**src/fbsc_pkg.sv**
```systemverilog
// ----------------------------------------------------------------------------
// fbsc_pkg
// Types and constants of the frustum box and sphere cull unit.
// ----------------------------------------------------------------------------
`timescale 1ns / 1ps

package fbsc_pkg;

    localparam int NUM_PLANES = 4;
    localparam int NUM_AXES   = 3;
    localparam int COORD_W    = 16;
    localparam int CORNER_W   = COORD_W + 1;
    localparam int NORMAL_W   = 16;
    localparam int DIST_W     = 32;
    localparam int PROD_W     = CORNER_W + NORMAL_W;
    localparam int DOT_W      = PROD_W + 2;
    localparam int CMP_W      = DOT_W + 2;
    localparam int FRAC_W     = 14;
    localparam int CFG_IDX_W  = 3;
    localparam int CFG_DATA_W = NUM_AXES * NORMAL_W;

    localparam logic [CFG_IDX_W-1:0] CFG_DIST_BASE = 3'd4;

    localparam logic MODE_BOX    = 1'b0;
    localparam logic MODE_SPHERE = 1'b1;

    typedef struct packed {
        logic                               mode;
        logic [NUM_AXES-1:0][CORNER_W-1:0]  org;
        logic [NUM_AXES-1:0][CORNER_W-1:0]  lo;
        logic [NUM_AXES-1:0][CORNER_W-1:0]  hi;
        logic [COORD_W-1:0]                 radius;
        logic                               culled;
    } t_obj;

endpackage

```
**src/fbsc_cell.sv**
```systemverilog
// ----------------------------------------------------------------------------
// fbsc_cell
// One plane of the cull chain: corner select (centre for spheres) and products,
// then dot sum and plane compare, passing the object on to the next cell.
// ----------------------------------------------------------------------------
`timescale 1ns / 1ps

module fbsc_cell
    import fbsc_pkg::*;
(
    input  logic                  i_clk,
    input  logic                  i_rst_n,
    input  logic                  i_valid,
    input  t_obj                  i_obj,
    input  logic [CFG_DATA_W-1:0] i_normal,
    input  logic [DIST_W-1:0]     i_dist,
    output logic                  o_valid,
    output t_obj                  o_obj
);

    logic                           r_s1_valid;
    t_obj                           r_s1_obj;
    logic signed [PROD_W-1:0]       r_prod [NUM_AXES];
    logic signed [PROD_W-1:0]       n_prod [NUM_AXES];
    logic signed [NORMAL_W-1:0]     n_comp [NUM_AXES];
    logic signed [CORNER_W-1:0]     n_coord [NUM_AXES];

    logic                           r_out_valid;
    t_obj                           r_out_obj;
    t_obj                           n_out_obj;
    logic signed [DOT_W-1:0]        n_dot;
    logic signed [CMP_W-1:0]        n_lhs;
    logic signed [CMP_W-1:0]        n_rhs;
    logic                           n_hit;

    always_comb begin
        for (int a = 0; a < NUM_AXES; a++) begin
            n_comp[a] = i_normal[a*NORMAL_W +: NORMAL_W];
            if (i_obj.mode == MODE_SPHERE) begin
                n_coord[a] = i_obj.org[a];
            end else if (n_comp[a][NORMAL_W-1]) begin
                n_coord[a] = i_obj.lo[a];
            end else begin
                n_coord[a] = i_obj.hi[a];
            end
            n_prod[a] = n_coord[a] * n_comp[a];
        end
    end

    always_ff @(posedge i_clk) begin
        if (!i_rst_n) begin
            r_s1_valid <= 1'b0;
        end else begin
            r_s1_valid <= i_valid;
        end
        r_s1_obj <= i_obj;
        for (int a = 0; a < NUM_AXES; a++) begin
            r_prod[a] <= n_prod[a];
        end
    end

    always_comb begin
        n_dot = {{2{r_prod[0][PROD_W-1]}}, r_prod[0]}
              + {{2{r_prod[1][PROD_W-1]}}, r_prod[1]}
              + {{2{r_prod[2][PROD_W-1]}}, r_prod[2]};
        n_rhs = {{(CMP_W-DIST_W){i_dist[DIST_W-1]}}, i_dist};
        if (r_s1_obj.mode == MODE_SPHERE) begin
            n_lhs = {{2{n_dot[DOT_W-1]}}, n_dot}
                  + {{(CMP_W-COORD_W-FRAC_W){1'b0}}, r_s1_obj.radius, {FRAC_W{1'b0}}};
            n_hit = (n_lhs <= n_rhs);
        end else begin
            n_lhs = {{2{n_dot[DOT_W-1]}}, n_dot};
            n_hit = (n_lhs < n_rhs);
        end
        n_out_obj        = r_s1_obj;
        n_out_obj.culled = r_s1_obj.culled | n_hit;
    end

    always_ff @(posedge i_clk) begin
        if (!i_rst_n) begin
            r_out_valid <= 1'b0;
        end else begin
            r_out_valid <= r_s1_valid;
        end
        r_out_obj <= n_out_obj;
    end

    assign o_valid = r_out_valid;
    assign o_obj   = r_out_obj;

endmodule

```
**config.mk**
```make
export PLATFORM = sky130hd
export DESIGN_NAME = fbsc_cell
export DESIGN_NICKNAME = d
export VERILOG_FILES = /design/src/fbsc_pkg.sv /design/src/fbsc_cell.sv
export SDC_FILE = /design/constraint.sdc
export NUM_CORES = 2
export LEC_CHECK = 0
export BUFFER_PORTS_ARGS = -buffer_cell sky130_fd_sc_hd__buf_4
export CORE_ASPECT_RATIO = 0.5
export CORE_UTILIZATION = 55
export DETAILED_ROUTE_END_ITERATION = 10
export MAX_ROUTING_LAYER = met4
export PLACE_DENSITY = 0.75
export REMOVE_ABC_BUFFERS = 1
export SLEW_MARGIN = 20
export SYNTH_ARGS = -nofsm -noshare
export SYNTH_HDL_FRONTEND = slang
export SYNTH_SLANG_ARGS = --single-unit
export TNS_END_PERCENT = 50
```
**constraint.sdc**
```tcl
create_clock -name i_clk -period 10.5 [get_ports i_clk]
set_input_delay 1.05 -clock i_clk [delete_from_list [all_inputs] [get_ports i_clk]]
set_output_delay 1.05 -clock i_clk [all_outputs]
set_load 0.02 [all_outputs]
```
; ---- Word-level counts from Yosys, hierarchy flattened
; Memories as Yosys holds them, arrays and structs flattened.
; Cells that the tools add are included.
[word_totals]
ff_bits = 344
ramBits = 99
memories = 1
in_bits = 254
out_inout_bits = 172
[mem_list]
columns = memory, depth, width, rd, rd_ports_with_merged_regs, wr, line_no
row1 = r_prod, 3, 33, 3, 0, 3, fbsc_cell.sv:23  ; logic signed [PROD_W-1:0] r_prod [NUM_AXES];
[op_classes]
addsub = 3
order_cmp = 2
muxes = 7
bitwise_logic = 1
multipliers = 3
[op_table]
columns = op, n
row1 = 17-bit two-way mux, 6
row2 = 17-bit by 16-bit multiplier with 33-bit output, 3
row3 = 35-bit by 31-bit adder with 36-bit output, 1
row4 = 36-bit by 32-bit <= comparator with 1-bit output, 1
row5 = 34-bit by 33-bit adder with 35-bit output, 1
row6 = 35-bit by 32-bit < comparator with 1-bit output, 1
row7 = 33-bit by 33-bit adder with 34-bit output, 1
row8 = 1-bit two-way mux, 1
row9 = 1-bit OR, 1

; ---- Longest topological paths before layout
[depth]
word_depth = 6
ltp_mapped = 31

; ---- Worst setup path before layout
; No wires, ideal clock.
[synth_timing]
path_kind = input-to-reg
start = in i_normal[31]
end = mem r_prod[0][65] in the netlist's numbering
setup_time_ns = 0.072
n_path_buf = 3
path_stages = 28
t_arrival_ns = 7.953
setup_slack_ns = 2.474
required_ns = 10.428
path_cell_list = buf_2 > buf_1 > mux2i_1 > o21ai_0 > clkbuf_1 > nand2_1 > fa_1 > inv_1 > fa_1 > inv_1 > fa_1 > inv_1 > fa_1 > inv_1 > fa_1 > inv_1 > fa_1 > ha_1 > a21o_1 > a21oi_1 > o21ai_0 > a311oi_1 > o22a_1 > a311oi_1 > or3_1 > a41o_1 > a21oi_1 > xnor2_1
[synth_lines]
columns = element, line_no
row1 = start: declaration, fbsc_cell.sv:15  ; input logic [CFG_DATA_W-1:0] i_normal,
row2 = end: declaration, fbsc_cell.sv:23

==> metrics.md <==
| Metric | Value |
|---|---|
| Chip Width | 406.0 µm |
| Hold buffer count at CTS | 0 |
| Xor-xnor portion of the synthesized cell area | 3.084% |
| Final setup fails | 0 |
| Clock Pin Slew Worst Setup and Hold Paths | 0.08 ns |
| Buf/Inv on CP | 8 |
| CTS H-tree depth | 2 |
| Standard-cell rows | 73 |
| Reg-to-Reg Start | r_prod[0][1]$_DFF_P_ |
| FMAX | 127.0 MHz |
| Synth Flop Type | dfxtp_1 |
| Critical Path Slowest Stage Cell | o41ai_1 |
| Placed wire-length estimate | 86180 µm |
| Remaining DRCs | 0 |
| Setup TNS | 0 ns |
| Compound-Gate Fraction of Synth Area | 5.983% |
| Avg Cell Area, Syn | 9.918 µm² |
| Routed WL | 104200 µm |
| Routed vias | 31360 |
| Post-synth top area cell | fa_1 |
| Die area | 82810 µm² |
| Yosys cell types | 70 |
| Hold_sp | n_out_obj[147]$_DFF_P_ |
| DP Area | 49250 µm² |
| MaxCap Viol Count | 0 |
| GRT Residual Overflow | 0 |
| Top cells by area, synth | fa_1 (38%), dfxtp_1 (20%), ha_1 (10%) |
| CTS tree | done |
| Synth Area in Simple Gates | 12.37% |
| Worst Max-Slew Pin Slew | 1.113 ns |
| Hold WS | 0.3041 ns |
| Root buf cell | clkbuf_16 |
| Worst skew pair latency | 0.61 ns |
| Cell area after layout | 50680 µm² |
| Top cell type's share of synthesized area | 38.50% |
| Core area | 80100 µm² |
| Clk buf depth | 3 |
| Crit path max fanout | 38 |
| Final period util | 74.96% |
| CP top delay family | adder cells |
| Clock Sink Count | 443 |
| Vias/cell | 5.208 |
| CP Launch Point | i_obj[170] |
| Num CTS Buffers | 43 |
| Final ANT Viol Nets | 0 |
| Synth Instances | 4525 |
| Final Wtd Congestion | 0.9303 |
| Largest family of logic cells by synthesized area | adder cells |
| Die height | 204.0 µm |
| Starting Density | 56.02% |
| Nets@finish | 6379 |
| Area share of fa/ha/maj cells after synthesis | 48.53% |
| Ys Warns | 0 |
| I/O pin count | 426 |
| Drt initial violations | 1943 |
| Vias in the first global route | 33550 |
| Post-synth ARST share | 0% |
| CP most frequent cell | fa_1 |
| Final Hold Viols | 0 |
| Minimum clock period | 7.871 ns |
| Detailed-router iteration count before antenna repair | 5 |
| GRT Total Usage | 27.09% |
| CP startpoint kind | input port |
| Post-synthesis register bit count | 443 |
| Worst Path Required | 11.03 ns |
| Post-synth EDFFs | 0 |
| Final core occ | 63.27% |
| Global-route wire length before repair | 172800 µm |
| Initial antenna violation count | 2 |
| Kind of critical path | input port to flop |
| Growth of design area from synthesis to finish | 12.93% |
| Post-cts sizing count | 0 |
| Cell Area, Synth | 44880 µm² |
| Post-synthesis sequential area ratio | 19.76% |
| Layout cells sized above 1 | 12.43% |
| Crit path DAT | 8.40 ns |
| Postcts setup bufs | 0 |
| Routed len/inst | 17.31 µm |
| IO buf count | 425 |
| CP endpoint kind | flop |
| Result of the run | finished clean |
| Largest net degree at the start of global routing | 39 |
| Hold WC Path Type | flop to flop |
| Commonest cells post-synth | inv_1 (940), fa_1 (863), nand2_1 (563) |
| Clock Skew | 0.02662 ns |
| Max_slew headroom | 25.32% |
| Mux contribution to synthesized area | 1.171% |
| Slowest cell delay on critical path | 0.67 ns |
| Final Max Slew Viols | 0 |
| RSZ-0062 raised after global routing | false |
| Most frequent cell after synthesis | inv_1 |
worst register-to-register path, delay by kind of cell (launching register included):
kind,cells,cell delay [ns]
AO/OA/AOI/OAI,13,3.21
adder cells (fa/ha/maj),5,2.01
buffers and inverters,1,0.07
XOR/XNOR,3,0.48
flip-flops,1,0.38
AND/OR/NAND/NOR,8,1.32
state kept, by name, indices dropped and copies added, names as in the netlist:
| signal | cells |
|---|---|
| o_obj | 171 |
| o_valid | 1 |
| n_out_obj | 170 |
| r_s1_valid | 1 |
| r_s1_obj | 1 |
| r_prod | 99 |
stage by stage:
step / cells / worst slack, ns
detailed placement: 5944 / 2.054
global placement: 5944 / 2.287
finish: 6020 / 2.629
CTS: 6019 / 2.700
floorplan: 4383 / 2.961
global route: 6020 / 2.291
path summary, 6_finish.rpt:
| path | to | slack, ns | cells past startpoint |
|---|---|---|---|
| setup / recovery | r_prod[0][64]$_DFF_P_ | 2.63 | 26 |
| setup reg to reg | o_obj[0]$_DFF_P_ | 2.88 | 30 |
| hold reg to reg | o_obj[147]$_DFF_P_ | 0.30 | 0 |
| hold / removal | o_obj[147]$_DFF_P_ | 0.30 | 0 |
cell families (layout without fill, tap and decap cells):
group	after synthesis	count (layout)
flops	443	443
mux	52	52
buf+inv	1083	1490
compound gates	413	413
xor+xnor	158	158
fa+ha+maj	1223	1223
other cells	0	1
simple gates	1153	1153
per-layer routing:
| layer | wire, µm | track usage (%) |
|---|---|---|
| met1 | 44920 | 36.75 |
| met2 | 48970 | 42.16 |
| met3 | 8001 | 5.430 |
| met4 | 2305 | 6.132 |
| met5 | 0 | - |
cells in the final DEF (no fill, tap or decap), types with 11 or more instances in the layout:
cell       count
a21o_1        59
a21oi_1      123
a31oi_1       11
and2_1       273
and3_1        11
buf_4        474
clkbuf_16     45
dfxtp_1      443
fa_1         863
ha_1         360
inv_1        940
mux2i_1       51
nand2_1      563
nand2b_1      25
nand3_1       39
nand4_1       17
nor2_1        75
nor2b_1       57
nor3_1        27
o21a_1        14
o21ai_0       59
o21ai_1       39
o21bai_1      18
or2_2         50
xnor2_1      118
xor2_1        40
cell type report:
class                      count  area [µm²]
antenna                        1       2.502
clock buffer                  59        1249
clock inverter                16       171.4
fill                        6398       29420
inverter                     941        3532
multi-input combinational   2999       31940
sequential                   443        8869
tap                         1087        1360
timing repair buffer         474        3558
Power is not shown: default switching activity piles up to over one toggle a cycle in this logic, so the estimate is an artifact.
